### src/rtl/sha256_byte_stream_hasher_top_macros.svh
// assertion helpers shared by the hasher rtl
`ifndef SHA256_BYTE_STREAM_HASHER_TOP_MACROS_SVH
`define SHA256_BYTE_STREAM_HASHER_TOP_MACROS_SVH

// same-cycle implication, checked outside reset
`define SBH_ASSERT_SAME(lbl, ante, cons, msg) \
  lbl: assert property (@(posedge clk) disable iff (!rst_n) (ante) |-> (cons)) \
    else $error(msg);

// next-cycle implication, checked outside reset
`define SBH_ASSERT_NEXT(lbl, ante, cons, msg) \
  lbl: assert property (@(posedge clk) disable iff (!rst_n) (ante) |=> (cons)) \
    else $error(msg);

`endif

### src/rtl/sbh_pkg.sv
`default_nettype none

package sbh_pkg;

  localparam int unsigned SBH_WORD_W      = 32;
  localparam int unsigned SBH_HASH_DEPTH  = 8;
  localparam int unsigned SBH_BLOCK_DEPTH = 16;
  localparam int unsigned SBH_COUNT_W     = 61;
  localparam logic [7:0]  SBH_PAD_BYTE    = 8'h80;

  typedef logic [SBH_WORD_W-1:0] word_t;

  // round constants
  localparam word_t SBH_K [0:63] = '{
    32'h428a2f98, 32'h71374491, 32'hb5c0fbcf, 32'he9b5dba5,
    32'h3956c25b, 32'h59f111f1, 32'h923f82a4, 32'hab1c5ed5,
    32'hd807aa98, 32'h12835b01, 32'h243185be, 32'h550c7dc3,
    32'h72be5d74, 32'h80deb1fe, 32'h9bdc06a7, 32'hc19bf174,
    32'he49b69c1, 32'hefbe4786, 32'h0fc19dc6, 32'h240ca1cc,
    32'h2de92c6f, 32'h4a7484aa, 32'h5cb0a9dc, 32'h76f988da,
    32'h983e5152, 32'ha831c66d, 32'hb00327c8, 32'hbf597fc7,
    32'hc6e00bf3, 32'hd5a79147, 32'h06ca6351, 32'h14292967,
    32'h27b70a85, 32'h2e1b2138, 32'h4d2c6dfc, 32'h53380d13,
    32'h650a7354, 32'h766a0abb, 32'h81c2c92e, 32'h92722c85,
    32'ha2bfe8a1, 32'ha81a664b, 32'hc24b8b70, 32'hc76c51a3,
    32'hd192e819, 32'hd6990624, 32'hf40e3585, 32'h106aa070,
    32'h19a4c116, 32'h1e376c08, 32'h2748774c, 32'h34b0bcb5,
    32'h391c0cb3, 32'h4ed8aa4a, 32'h5b9cca4f, 32'h682e6ff3,
    32'h748f82ee, 32'h78a5636f, 32'h84c87814, 32'h8cc70208,
    32'h90befffa, 32'ha4506ceb, 32'hbef9a3f7, 32'hc67178f2
  };

  // initial hash value
  localparam word_t SBH_IV [0:SBH_HASH_DEPTH-1] = '{
    32'h6a09e667, 32'hbb67ae85, 32'h3c6ef372, 32'ha54ff53a,
    32'h510e527f, 32'h9b05688c, 32'h1f83d9ab, 32'h5be0cd19
  };

  // control from the sequencer to the compression datapath
  typedef struct packed {
    logic       load;   // shift a hash word into the working set
    logic       round;  // run one compression round
    logic       drain;  // shift the working set out toward the hash update
    logic       mem_w;  // round word comes from the block memory
    logic [5:0] rnd;    // round number
  } cmp_ctl_t;

  function automatic word_t ror(input word_t x, input int unsigned n);
    return (x >> n) | (x << (SBH_WORD_W - n));
  endfunction

  function automatic word_t big_sigma0(input word_t x);
    return ror(x, 2) ^ ror(x, 13) ^ ror(x, 22);
  endfunction

  function automatic word_t big_sigma1(input word_t x);
    return ror(x, 6) ^ ror(x, 11) ^ ror(x, 25);
  endfunction

  function automatic word_t small_sigma0(input word_t x);
    return ror(x, 7) ^ ror(x, 18) ^ (x >> 3);
  endfunction

  function automatic word_t small_sigma1(input word_t x);
    return ror(x, 17) ^ ror(x, 19) ^ (x >> 10);
  endfunction

endpackage

`default_nettype wire

### src/rtl/sbh_ifs.sv
`default_nettype none

// byte stream channel
interface sbh_in_if;
  logic       valid;
  logic       ready;
  logic [7:0] data_byte;
  logic       has_byte;
  logic       end_of_message;

  modport source (output valid, output data_byte, output has_byte,
                  output end_of_message, input ready);
  modport sink   (input valid, input data_byte, input has_byte,
                  input end_of_message, output ready);
endinterface

// digest word channel
interface sbh_out_if;
  logic                valid;
  logic                ready;
  sbh_pkg::word_t      digest_word;
  logic [2:0]          word_index;
  logic                last_word;

  modport source (output valid, output digest_word, output word_index,
                  output last_word, input ready);
  modport sink   (input valid, input digest_word, input word_index,
                  input last_word, output ready);
endinterface

`default_nettype wire

### src/rtl/sbh_ram.sv
`default_nettype none

module sbh_ram #(
  parameter int unsigned WIDTH = 32,
  parameter int unsigned DEPTH = 16
) (
  input  wire logic                     clk,
  input  wire logic                     we,
  input  wire logic [$clog2(DEPTH)-1:0] waddr,
  input  wire logic [WIDTH-1:0]         wdata,
  input  wire logic [$clog2(DEPTH)-1:0] raddr,
  output logic      [WIDTH-1:0]         rdata
);

  logic [WIDTH-1:0] mem [0:DEPTH-1];

  // one write port, registered read port
  always_ff @(posedge clk) begin
    if (we) begin
      mem[waddr] <= wdata;
    end
    rdata <= mem[raddr];
  end

endmodule

`default_nettype wire

### src/rtl/sbh_compress.sv
`default_nettype none

module sbh_compress (
  input  wire logic              clk,
  input  wire sbh_pkg::cmp_ctl_t ctl,
  input  wire sbh_pkg::word_t    load_word,
  input  wire sbh_pkg::word_t    mem_word,
  output sbh_pkg::word_t         head_word
);

  sbh_pkg::word_t v_r   [0:7];
  sbh_pkg::word_t v_nxt [0:7];
  sbh_pkg::word_t s_r   [0:15];
  sbh_pkg::word_t s_nxt [0:15];
  sbh_pkg::word_t wn_r;
  sbh_pkg::word_t wn_nxt;
  sbh_pkg::word_t w_cur;
  sbh_pkg::word_t t1;
  sbh_pkg::word_t t2;
  sbh_pkg::word_t ch;
  sbh_pkg::word_t maj;

  // round datapath and schedule expansion one round ahead
  always_comb begin
    w_cur  = ctl.mem_w ? mem_word : wn_r;
    ch     = (v_r[4] & v_r[5]) ^ (~v_r[4] & v_r[6]);
    maj    = (v_r[0] & v_r[1]) ^ (v_r[0] & v_r[2]) ^ (v_r[1] & v_r[2]);
    t1     = v_r[7] + sbh_pkg::big_sigma1(v_r[4]) + ch + sbh_pkg::SBH_K[ctl.rnd] + w_cur;
    t2     = sbh_pkg::big_sigma0(v_r[0]) + maj;
    wn_nxt = s_r[1] + sbh_pkg::small_sigma0(s_r[2]) + s_r[10]
             + sbh_pkg::small_sigma1(s_r[15]);

    for (int j = 0; j < 8; j++) begin
      v_nxt[j] = v_r[j];
    end
    for (int j = 0; j < 16; j++) begin
      s_nxt[j] = s_r[j];
    end

    if (ctl.load || ctl.drain) begin
      for (int j = 0; j < 7; j++) begin
        v_nxt[j] = v_r[j+1];
      end
      v_nxt[7] = ctl.load ? load_word : v_r[7];
    end else if (ctl.round) begin
      v_nxt[0] = t1 + t2;
      v_nxt[1] = v_r[0];
      v_nxt[2] = v_r[1];
      v_nxt[3] = v_r[2];
      v_nxt[4] = v_r[3] + t1;
      v_nxt[5] = v_r[4];
      v_nxt[6] = v_r[5];
      v_nxt[7] = v_r[6];
      for (int j = 0; j < 15; j++) begin
        s_nxt[j] = s_r[j+1];
      end
      s_nxt[15] = w_cur;
    end
  end

  // working variables and schedule window
  always_ff @(posedge clk) begin
    for (int j = 0; j < 8; j++) begin
      v_r[j] <= v_nxt[j];
    end
    for (int j = 0; j < 16; j++) begin
      s_r[j] <= s_nxt[j];
    end
    if (ctl.round) begin
      wn_r <= wn_nxt;
    end
  end

  assign head_word = v_r[0];

endmodule

`default_nettype wire

### src/rtl/sha256_byte_stream_hasher_top.sv
// Accepts one byte transaction per cycle while a block fills; the 64th byte of a
// block stalls the input during the 8-word hash load, 64 rounds and 8-word update.
// End of message: one padding byte per cycle (9 to 72) save during compression,
// one or two compressions, then eight digest words, each held until the sink is ready.
// Synchronous active-low reset: idle, empty block, zero count, hash reads as the IV
// through a flag, so no memory clearing pass is needed.
`default_nettype none

`include "sha256_byte_stream_hasher_top_macros.svh"

module sha256_byte_stream_hasher_top (
  input  wire logic  clk,
  input  wire logic  rst_n,
  sbh_in_if.sink     in_chan,
  sbh_out_if.source  out_chan
);

  localparam logic [2:0] S_IDLE  = 3'd0;
  localparam logic [2:0] S_HLOAD = 3'd1;
  localparam logic [2:0] S_ROUND = 3'd2;
  localparam logic [2:0] S_HUPD  = 3'd3;
  localparam logic [2:0] S_PAD   = 3'd4;
  localparam logic [2:0] S_OUT   = 3'd5;

  localparam int unsigned HAW = $clog2(sbh_pkg::SBH_HASH_DEPTH);
  localparam int unsigned BAW = $clog2(sbh_pkg::SBH_BLOCK_DEPTH);

  logic [2:0]                      state_r,       state_nxt;
  logic [5:0]                      fill_r,        fill_nxt;
  logic [sbh_pkg::SBH_COUNT_W-1:0] count_r,       count_nxt;
  logic [63:0]                     len_r,         len_nxt;
  logic [23:0]                     acc_r,         acc_nxt;
  logic                            pad_active_r,  pad_active_nxt;
  logic                            pad_first_r,   pad_first_nxt;
  logic                            len_phase_r,   len_phase_nxt;
  logic                            final_r,       final_nxt;
  logic                            hinit_r,       hinit_nxt;
  logic [3:0]                      cnt_r,         cnt_nxt;
  logic [5:0]                      rnd_r,         rnd_nxt;
  logic                            out_valid_r,   out_valid_nxt;
  logic                            rd_pend_r,     rd_pend_nxt;
  logic [2:0]                      out_idx_r,     out_idx_nxt;
  sbh_pkg::word_t                  out_word_r,    out_word_nxt;
  logic [HAW-1:0]                  haddr_q_r;

  logic                            in_accept;
  logic                            push_en;
  logic [7:0]                      push_byte;
  logic                            block_full;
  logic                            len_sel;
  logic [2:0]                      len_idx;
  logic [7:0]                      len_byte;
  logic [3:0]                      cnt_dec;

  logic                            h_we;
  logic [HAW-1:0]                  h_waddr;
  sbh_pkg::word_t                  h_wdata;
  logic [HAW-1:0]                  h_raddr;
  sbh_pkg::word_t                  h_rdata;
  sbh_pkg::word_t                  h_eff;

  logic                            b_we;
  logic [BAW-1:0]                  b_waddr;
  sbh_pkg::word_t                  b_wdata;
  logic [BAW-1:0]                  b_raddr;
  sbh_pkg::word_t                  b_rdata;

  sbh_pkg::cmp_ctl_t               cmp_ctl;
  sbh_pkg::word_t                  head_word;

  // memories: running hash and current block
  sbh_ram #(
    .WIDTH (sbh_pkg::SBH_WORD_W),
    .DEPTH (sbh_pkg::SBH_HASH_DEPTH)
  ) u_hash_ram (
    .clk   (clk),
    .we    (h_we),
    .waddr (h_waddr),
    .wdata (h_wdata),
    .raddr (h_raddr),
    .rdata (h_rdata)
  );

  sbh_ram #(
    .WIDTH (sbh_pkg::SBH_WORD_W),
    .DEPTH (sbh_pkg::SBH_BLOCK_DEPTH)
  ) u_block_ram (
    .clk   (clk),
    .we    (b_we),
    .waddr (b_waddr),
    .wdata (b_wdata),
    .raddr (b_raddr),
    .rdata (b_rdata)
  );

  sbh_compress u_compress (
    .clk       (clk),
    .ctl       (cmp_ctl),
    .load_word (h_eff),
    .mem_word  (b_rdata),
    .head_word (head_word)
  );

  // hash reads return the IV after reset or a digest, until the next hash update
  assign h_eff = hinit_r ? sbh_pkg::SBH_IV[haddr_q_r] : h_rdata;

  assign in_accept = in_chan.valid && in_chan.ready;

  // length byte for the tail of the final block
  assign len_idx  = 3'd7 - fill_r[2:0];
  assign len_byte = len_r[{len_idx, 3'b000} +: 8];
  assign len_sel  = !pad_first_r && (len_phase_r || fill_r == 6'd56);
  assign cnt_dec  = cnt_r - 4'd1;

  // byte packing into block words
  assign block_full = push_en && (fill_r == 6'd63);
  assign b_we       = push_en && (fill_r[1:0] == 2'b11);
  assign b_waddr    = fill_r[5:2];
  assign b_wdata    = {acc_r, push_byte};

  // sequencer
  always_comb begin
    state_nxt      = state_r;
    fill_nxt       = fill_r;
    count_nxt      = count_r;
    len_nxt        = len_r;
    acc_nxt        = acc_r;
    pad_active_nxt = pad_active_r;
    pad_first_nxt  = pad_first_r;
    len_phase_nxt  = len_phase_r;
    final_nxt      = final_r;
    hinit_nxt      = hinit_r;
    cnt_nxt        = cnt_r;
    rnd_nxt        = rnd_r;
    out_valid_nxt  = out_valid_r;
    rd_pend_nxt    = rd_pend_r;
    out_idx_nxt    = out_idx_r;
    out_word_nxt   = out_word_r;
    push_en        = 1'b0;
    push_byte      = 8'h00;
    h_we           = 1'b0;
    h_waddr        = cnt_dec[HAW-1:0];
    h_wdata        = h_eff + head_word;
    h_raddr        = cnt_r[HAW-1:0];
    b_raddr        = rnd_r[BAW-1:0] + BAW'(1);
    cmp_ctl        = '0;
    cmp_ctl.rnd    = rnd_r;

    unique case (state_r)
      S_IDLE: begin
        if (in_accept) begin
          if (in_chan.has_byte) begin
            push_en   = 1'b1;
            push_byte = in_chan.data_byte;
            count_nxt = count_r + sbh_pkg::SBH_COUNT_W'(1);
          end
          if (in_chan.end_of_message) begin
            pad_active_nxt = 1'b1;
            pad_first_nxt  = 1'b1;
            len_nxt        = {count_r + sbh_pkg::SBH_COUNT_W'(in_chan.has_byte), 3'b000};
            count_nxt      = '0;
          end
          if (block_full) begin
            state_nxt = S_HLOAD;
            cnt_nxt   = 4'd0;
          end else if (in_chan.end_of_message) begin
            state_nxt = S_PAD;
          end
        end
      end

      S_PAD: begin
        push_en       = 1'b1;
        pad_first_nxt = 1'b0;
        if (pad_first_r) begin
          push_byte = sbh_pkg::SBH_PAD_BYTE;
        end else if (len_sel) begin
          push_byte = len_byte;
        end
        if (len_sel) begin
          len_phase_nxt = 1'b1;
        end
        if (block_full) begin
          final_nxt = len_sel;
          state_nxt = S_HLOAD;
          cnt_nxt   = 4'd0;
        end
      end

      S_HLOAD: begin
        cmp_ctl.load = (cnt_r != 4'd0);
        if (cnt_r == 4'd8) begin
          b_raddr   = '0;
          rnd_nxt   = 6'd0;
          state_nxt = S_ROUND;
        end else begin
          cnt_nxt = cnt_r + 4'd1;
        end
      end

      S_ROUND: begin
        cmp_ctl.round = 1'b1;
        cmp_ctl.mem_w = (rnd_r[5:4] == 2'b00);
        if (rnd_r == 6'd63) begin
          cnt_nxt   = 4'd0;
          state_nxt = S_HUPD;
        end else begin
          rnd_nxt = rnd_r + 6'd1;
        end
      end

      S_HUPD: begin
        if (cnt_r != 4'd0) begin
          h_we          = 1'b1;
          cmp_ctl.drain = 1'b1;
        end
        if (cnt_r == 4'd8) begin
          hinit_nxt = 1'b0;
          if (final_r) begin
            final_nxt      = 1'b0;
            pad_active_nxt = 1'b0;
            len_phase_nxt  = 1'b0;
            out_idx_nxt    = 3'd0;
            state_nxt      = S_OUT;
          end else if (pad_active_r) begin
            state_nxt = S_PAD;
          end else begin
            state_nxt = S_IDLE;
          end
        end else begin
          cnt_nxt = cnt_r + 4'd1;
        end
      end

      S_OUT: begin
        h_raddr = out_idx_r;
        if (!out_valid_r && !rd_pend_r) begin
          rd_pend_nxt = 1'b1;
        end
        if (rd_pend_r) begin
          out_word_nxt  = h_eff;
          out_valid_nxt = 1'b1;
          rd_pend_nxt   = 1'b0;
        end
        if (out_valid_r && out_chan.ready) begin
          out_valid_nxt = 1'b0;
          if (out_idx_r == 3'd7) begin
            out_idx_nxt = 3'd0;
            hinit_nxt   = 1'b1;
            state_nxt   = S_IDLE;
          end else begin
            out_idx_nxt = out_idx_r + 3'd1;
          end
        end
      end

      default: begin
        state_nxt = S_IDLE;
      end
    endcase

    // every byte push advances the fill and the word accumulator
    if (push_en) begin
      fill_nxt = fill_r + 6'd1;
      acc_nxt  = {acc_r[15:0], push_byte};
    end
  end

  // control registers
  always_ff @(posedge clk) begin
    if (!rst_n) begin
      state_r      <= S_IDLE;
      fill_r       <= 6'd0;
      count_r      <= '0;
      pad_active_r <= 1'b0;
      pad_first_r  <= 1'b0;
      len_phase_r  <= 1'b0;
      final_r      <= 1'b0;
      hinit_r      <= 1'b1;
      cnt_r        <= 4'd0;
      rnd_r        <= 6'd0;
      out_valid_r  <= 1'b0;
      rd_pend_r    <= 1'b0;
      out_idx_r    <= 3'd0;
    end else begin
      state_r      <= state_nxt;
      fill_r       <= fill_nxt;
      count_r      <= count_nxt;
      pad_active_r <= pad_active_nxt;
      pad_first_r  <= pad_first_nxt;
      len_phase_r  <= len_phase_nxt;
      final_r      <= final_nxt;
      hinit_r      <= hinit_nxt;
      cnt_r        <= cnt_nxt;
      rnd_r        <= rnd_nxt;
      out_valid_r  <= out_valid_nxt;
      rd_pend_r    <= rd_pend_nxt;
      out_idx_r    <= out_idx_nxt;
    end
  end

  // payload registers
  always_ff @(posedge clk) begin
    len_r      <= len_nxt;
    acc_r      <= acc_nxt;
    out_word_r <= out_word_nxt;
    haddr_q_r  <= h_raddr;
  end

  // channel ports
  assign in_chan.ready        = (state_r == S_IDLE);
  assign out_chan.valid       = out_valid_r;
  assign out_chan.digest_word = out_word_r;
  assign out_chan.word_index  = out_idx_r;
  assign out_chan.last_word   = (out_idx_r == 3'd7);

  // checks
  `SBH_ASSERT_SAME(a_out_only_in_out, out_valid_r, state_r == S_OUT, "digest word outside output phase")
  `SBH_ASSERT_SAME(a_compress_on_full, state_r == S_HLOAD, fill_r == 6'd0, "compression started on a partial block")
  `SBH_ASSERT_NEXT(a_rounds_to_update, state_r == S_ROUND && rnd_r == 6'd63, state_r == S_HUPD && cnt_r == 4'd0, "hash update did not follow last round")
  `SBH_ASSERT_NEXT(a_digest_done, out_valid_r && out_chan.ready && out_idx_r == 3'd7, state_r == S_IDLE && hinit_r && count_r == '0 && fill_r == 6'd0, "state not back to initial after digest")

endmodule

`default_nettype wire

### src/flat_wrapper.sv
// flat-port wrapper written by rule: the top's interface ports become plain ports
module sha256_byte_stream_hasher_top_flat 
  (clk, rst_n, in_chan_valid, in_chan_data_byte, in_chan_has_byte, in_chan_end_of_message, in_chan_ready, out_chan_valid, out_chan_digest_word, out_chan_word_index, out_chan_last_word, out_chan_ready);
  sbh_in_if in_chan_i ();
  sbh_out_if out_chan_i ();
  input  wire logic clk;
  input  wire logic rst_n;
  input wire logic [$bits(in_chan_i.valid)-1:0] in_chan_valid;
  input wire logic [$bits(in_chan_i.data_byte)-1:0] in_chan_data_byte;
  input wire logic [$bits(in_chan_i.has_byte)-1:0] in_chan_has_byte;
  input wire logic [$bits(in_chan_i.end_of_message)-1:0] in_chan_end_of_message;
  output wire logic [$bits(in_chan_i.ready)-1:0] in_chan_ready;
  output wire logic [$bits(out_chan_i.valid)-1:0] out_chan_valid;
  output wire logic [$bits(out_chan_i.digest_word)-1:0] out_chan_digest_word;
  output wire logic [$bits(out_chan_i.word_index)-1:0] out_chan_word_index;
  output wire logic [$bits(out_chan_i.last_word)-1:0] out_chan_last_word;
  input wire logic [$bits(out_chan_i.ready)-1:0] out_chan_ready;
  assign in_chan_i.valid = in_chan_valid;
  assign in_chan_i.data_byte = in_chan_data_byte;
  assign in_chan_i.has_byte = in_chan_has_byte;
  assign in_chan_i.end_of_message = in_chan_end_of_message;
  assign in_chan_ready = in_chan_i.ready;
  assign out_chan_valid = out_chan_i.valid;
  assign out_chan_digest_word = out_chan_i.digest_word;
  assign out_chan_word_index = out_chan_i.word_index;
  assign out_chan_last_word = out_chan_i.last_word;
  assign out_chan_i.ready = out_chan_ready;
  sha256_byte_stream_hasher_top u_core (.clk(clk), .rst_n(rst_n), .in_chan(in_chan_i), .out_chan(out_chan_i));
endmodule
### config.mk
export PLATFORM = sky130hd
export DESIGN_NAME = sha256_byte_stream_hasher_top_flat
export DESIGN_NICKNAME = d
export VERILOG_FILES = /design/src/rtl/sbh_pkg.sv /design/src/rtl/sbh_ifs.sv /design/src/rtl/sbh_ram.sv /design/src/rtl/sbh_compress.sv /design/src/rtl/sha256_byte_stream_hasher_top.sv /design/src/flat_wrapper.sv
export VERILOG_INCLUDE_DIRS = /design/src /design/src/rtl
export SDC_FILE = /design/constraint.sdc
export NUM_CORES = 2
export LEC_CHECK = 0
export ABC_AREA = 1
export BUFFER_PORTS_ARGS = -buffer_cell sky130_fd_sc_hd__buf_2
export CORE_MARGIN = 4
export CORE_UTILIZATION = 58
export DETAILED_ROUTE_END_ITERATION = 12
export HOLD_SLACK_MARGIN = 0.02
export PLACE_DENSITY = 0.77
export SLEW_MARGIN = 0
export SYNTH_ARGS = -nofsm -noshare
export SYNTH_HDL_FRONTEND = slang
export SYNTH_SLANG_ARGS = --single-unit
### constraint.sdc
create_clock -name clk -period 9.9 [get_ports clk]
set_clock_uncertainty 0.15 [all_clocks]
set_input_delay 1.98 -clock clk [delete_from_list [all_inputs] [get_ports clk]]
set_output_delay 1.98 -clock clk [all_outputs]
set_load 0.02 [all_outputs]
==> results_dict.tcl <==
set metrics [dict create \
    first_global_vias 59000 \
    routed_wl_um 260000 \
    via_per_inst 6.18 \
    overflow 0 \
    grt_max_degree 237 \
    m1WireLength_um 106000 \
    clock_latency_ns 0.83 \
    die_area_um2 155000 \
    post_cts_buffers 0 \
    drtIter0Drc 8047 \
    nNetsFinal 8183 \
    fin_crit_sh_pct 86.5 \
    core_area_um2 148000 \
    slowest_stage "fa_1" \
    status "finished, final reports clean" \
    synth_seq_area_share_pct 61.1 \
    max_slew_margin_pct 21.2 \
    syn-num-nets 8154 \
    gp_congestion 1.05 \
    vias 61100 \
    criticalPathCategory "flip-flop to flip-flop" \
    htree_num_levels 4 \
    yosysMostFrequentCell "edfxtp_1" \
    io_pins 52 \
    required_ns 10.30 \
    hold_viol 0 \
    met3_length_um 27900 \
    avgSynthCellArea_um2 11.1 \
    drive_gt1_share_pct 7.34 \
    dpl-instance-area_um2 88800 \
    clock_path_buffers 3 \
    dr_wl_met2_um 117000 \
    crit_path_end_kind "flip-flop" \
    ys_ff_latch 1810 \
    fin_ws_ns 1.34 \
    fp.dieW_um 394 \
    synthToLayoutAreaGrowth_pct 10.0 \
    synthTopCellsByCount "1653 x edfxtp_1, 1106 x nand2_1, 870 x nor2_1" \
    drt-wirelength-per-cell_um 26.3 \
    cts_tree "done" \
    slew_viol_final 0 \
    cts-resized-gates 0 \
    rsz0062_at_grt "false" \
    worstHoldPathType "flip-flop to flip-flop" \
    dr.pass1.iters 11 \
    syn_area_um2 86400 \
    layout_min_cycle_time_ns 8.56 \
    yosysWarnings 0 \
    crit_path_start_kind "flip-flop" \
    routed.top_layer "met5" \
    dp_slack_ns 1.59 \
    slowest_delay_ns 0.58 \
    drc 0 \
    synthFlopType "edfxtp_1" \
    grtUsageTotal_pct 33.0 \
    arrival_ns 8.96 \
    grt_pass1_wl_um 384000 \
    synth-edff-count 1653 \
    antenna_found_initial 7 \
    tightest_slew_ns 1.18 \
    dpl.hpwl_um 178000 \
    fp.dieH_um 394 \
    finalInstanceArea_um2 95100 \
    timing.critical_path.mode_cell "nand2_1" \
    rows 141 \
    drv_cap 0 \
    r2r_slack_ns 1.34 \
    numCtsBuffers 179 \
    yosys.area.top_type_share_pct 57.5 \
    setup_viol 0 \
    fillerInstances 11300 \
    yosysTopAreaCell "edfxtp_1" \
    port_buffers 51 \
    ant_nets 0 \
    max_clock_freq_ghz 0.117 \
    final.setup.tns_ns 0 \
    synth_cell_types 67 \
    path_max_fanout 8 \
    root_buffer "clkbuf_16" \
    initial_core_util_pct 58.4 \
    syn-instance-count 7760 \
    ctsHoldBuffers 0 \
    clock-sinks 1810 \
    async_reset_ff_share_pct 0 \
    path_clk_slew_ns 0.07 \
    synth_area_leaders "edfxtp_1 57%, nand2_1 4.8%, fa_1 4.4%" \
]
[sequential cells by signal, indices dropped and copies added, names as in the netlist, 4 cells and up]
| name | count |
|---|---|
| u_core.out_chan.digest_word | 32 |
| u_core.count_r | 61 |
| u_core.u_block_ram.mem | 512 |
| u_core.u_compress.s_r | 480 |
| u_core.rnd_r | 6 |
| u_core.u_hash_ram.rdata | 32 |
| u_core.u_hash_ram.mem | 256 |
| u_core.u_block_ram.rdata | 32 |
| u_core.acc_r | 24 |
| u_core.len_r | 61 |
| u_core.u_compress.v_r | 256 |
| u_core.fill_r | 6 |
| u_core.cnt_r | 4 |
| u_core.u_compress.wn_r | 32 |
[metrics by stage]
stage | std cells | hold slack, ns | utilization [%]
2_1_floorplan | 7760 | 0.250 | -
3_3_place_gp | 9538 | 0.250 | 60.1
4_1_cts | 9875 | 0.252 | 64.3
3_5_place_dp | 9538 | 0.255 | 60.1
5_1_grt | 9875 | 0.265 | 64.3
6_report | 9877 | 0.257 | 64.3
[metal layers]
metal,global-route usage (%),vias up
met1,47.8,29900
met3,7.03,557
met2,50.3,3532
li1,-,27000
met4,10.7,4
met5,0,-
[cell type report]
cell class	count	area (um^2)	share of cell area (%)
Sequential cell	1810	52800	55.5
Multi-Input combinational cell	4826	29400	30.9
Clock buffer	213	4690	4.93
Inverter	808	3060	3.22
Tap cell	1930	2410	2.54
Clock inverter	124	1550	1.63
Timing Repair Buffer	164	1150	1.21
Antenna cell	2	5.00	0.00527
[cells in the final DEF, fill, tap and decap left out, drive strengths merged, types with 26 or more instances in the layout]
cell type and instances:
a21oi 321, a31oi 68, buf 164, clkbuf 213, clkinv 89, dfxtp 157, edfxtp 1653, fa 190
ha 190, inv 807, nand2 1120, nand3 219, nand4 38, nor2 887, nor3 286, nor4 29
o211ai 27, o21ai 622, o221ai 149, o22ai 74, or2 26, xnor2 167, xor2 259
[worst paths after layout]
path,cells after the start,to,startpoint
worst max-delay path,31,u_core.u_compress.v_r[0][25]$_DFFE_PP_,u_core.rnd_r[1]$_SDFFE_PN0P_
worst min-delay path,0,u_core.u_compress.s_r[1][174]$_DFFE_PP_,u_core.u_compress.s_r[1][206]$_DFFE_PP_
worst max register to register,31,u_core.u_compress.v_r[0][25]$_DFFE_PP_,u_core.rnd_r[1]$_SDFFE_PN0P_
worst min register to register,0,u_core.u_compress.s_r[1][174]$_DFFE_PP_,u_core.u_compress.s_r[1][206]$_DFFE_PP_
[critical path, delay by kind of cell, from the launching register on]
kind,cells,cell delay (ns)
compound gates,10,2.41
xor+xnor,1,0.43
fa+ha+maj,6,2.63
buf+inv,3,0.35
flops,1,0.31
simple gates,11,2.06
[cell families (layout without fill, tap and decap cells)]
family	after synthesis	count (layout)	share of synthesized area, %
simple gates	2615	2615	12.6
other cells	0	2	0
flops	1810	1810	61.1
buf+inv	1124	1309	5.16
xor+xnor	426	426	4.32
fa+ha+maj	387	387	7.24
compound gates	1398	1398	9.55
Power is not shown: default switching activity piles up to over one toggle a cycle in this logic, so the estimate is an artifact.
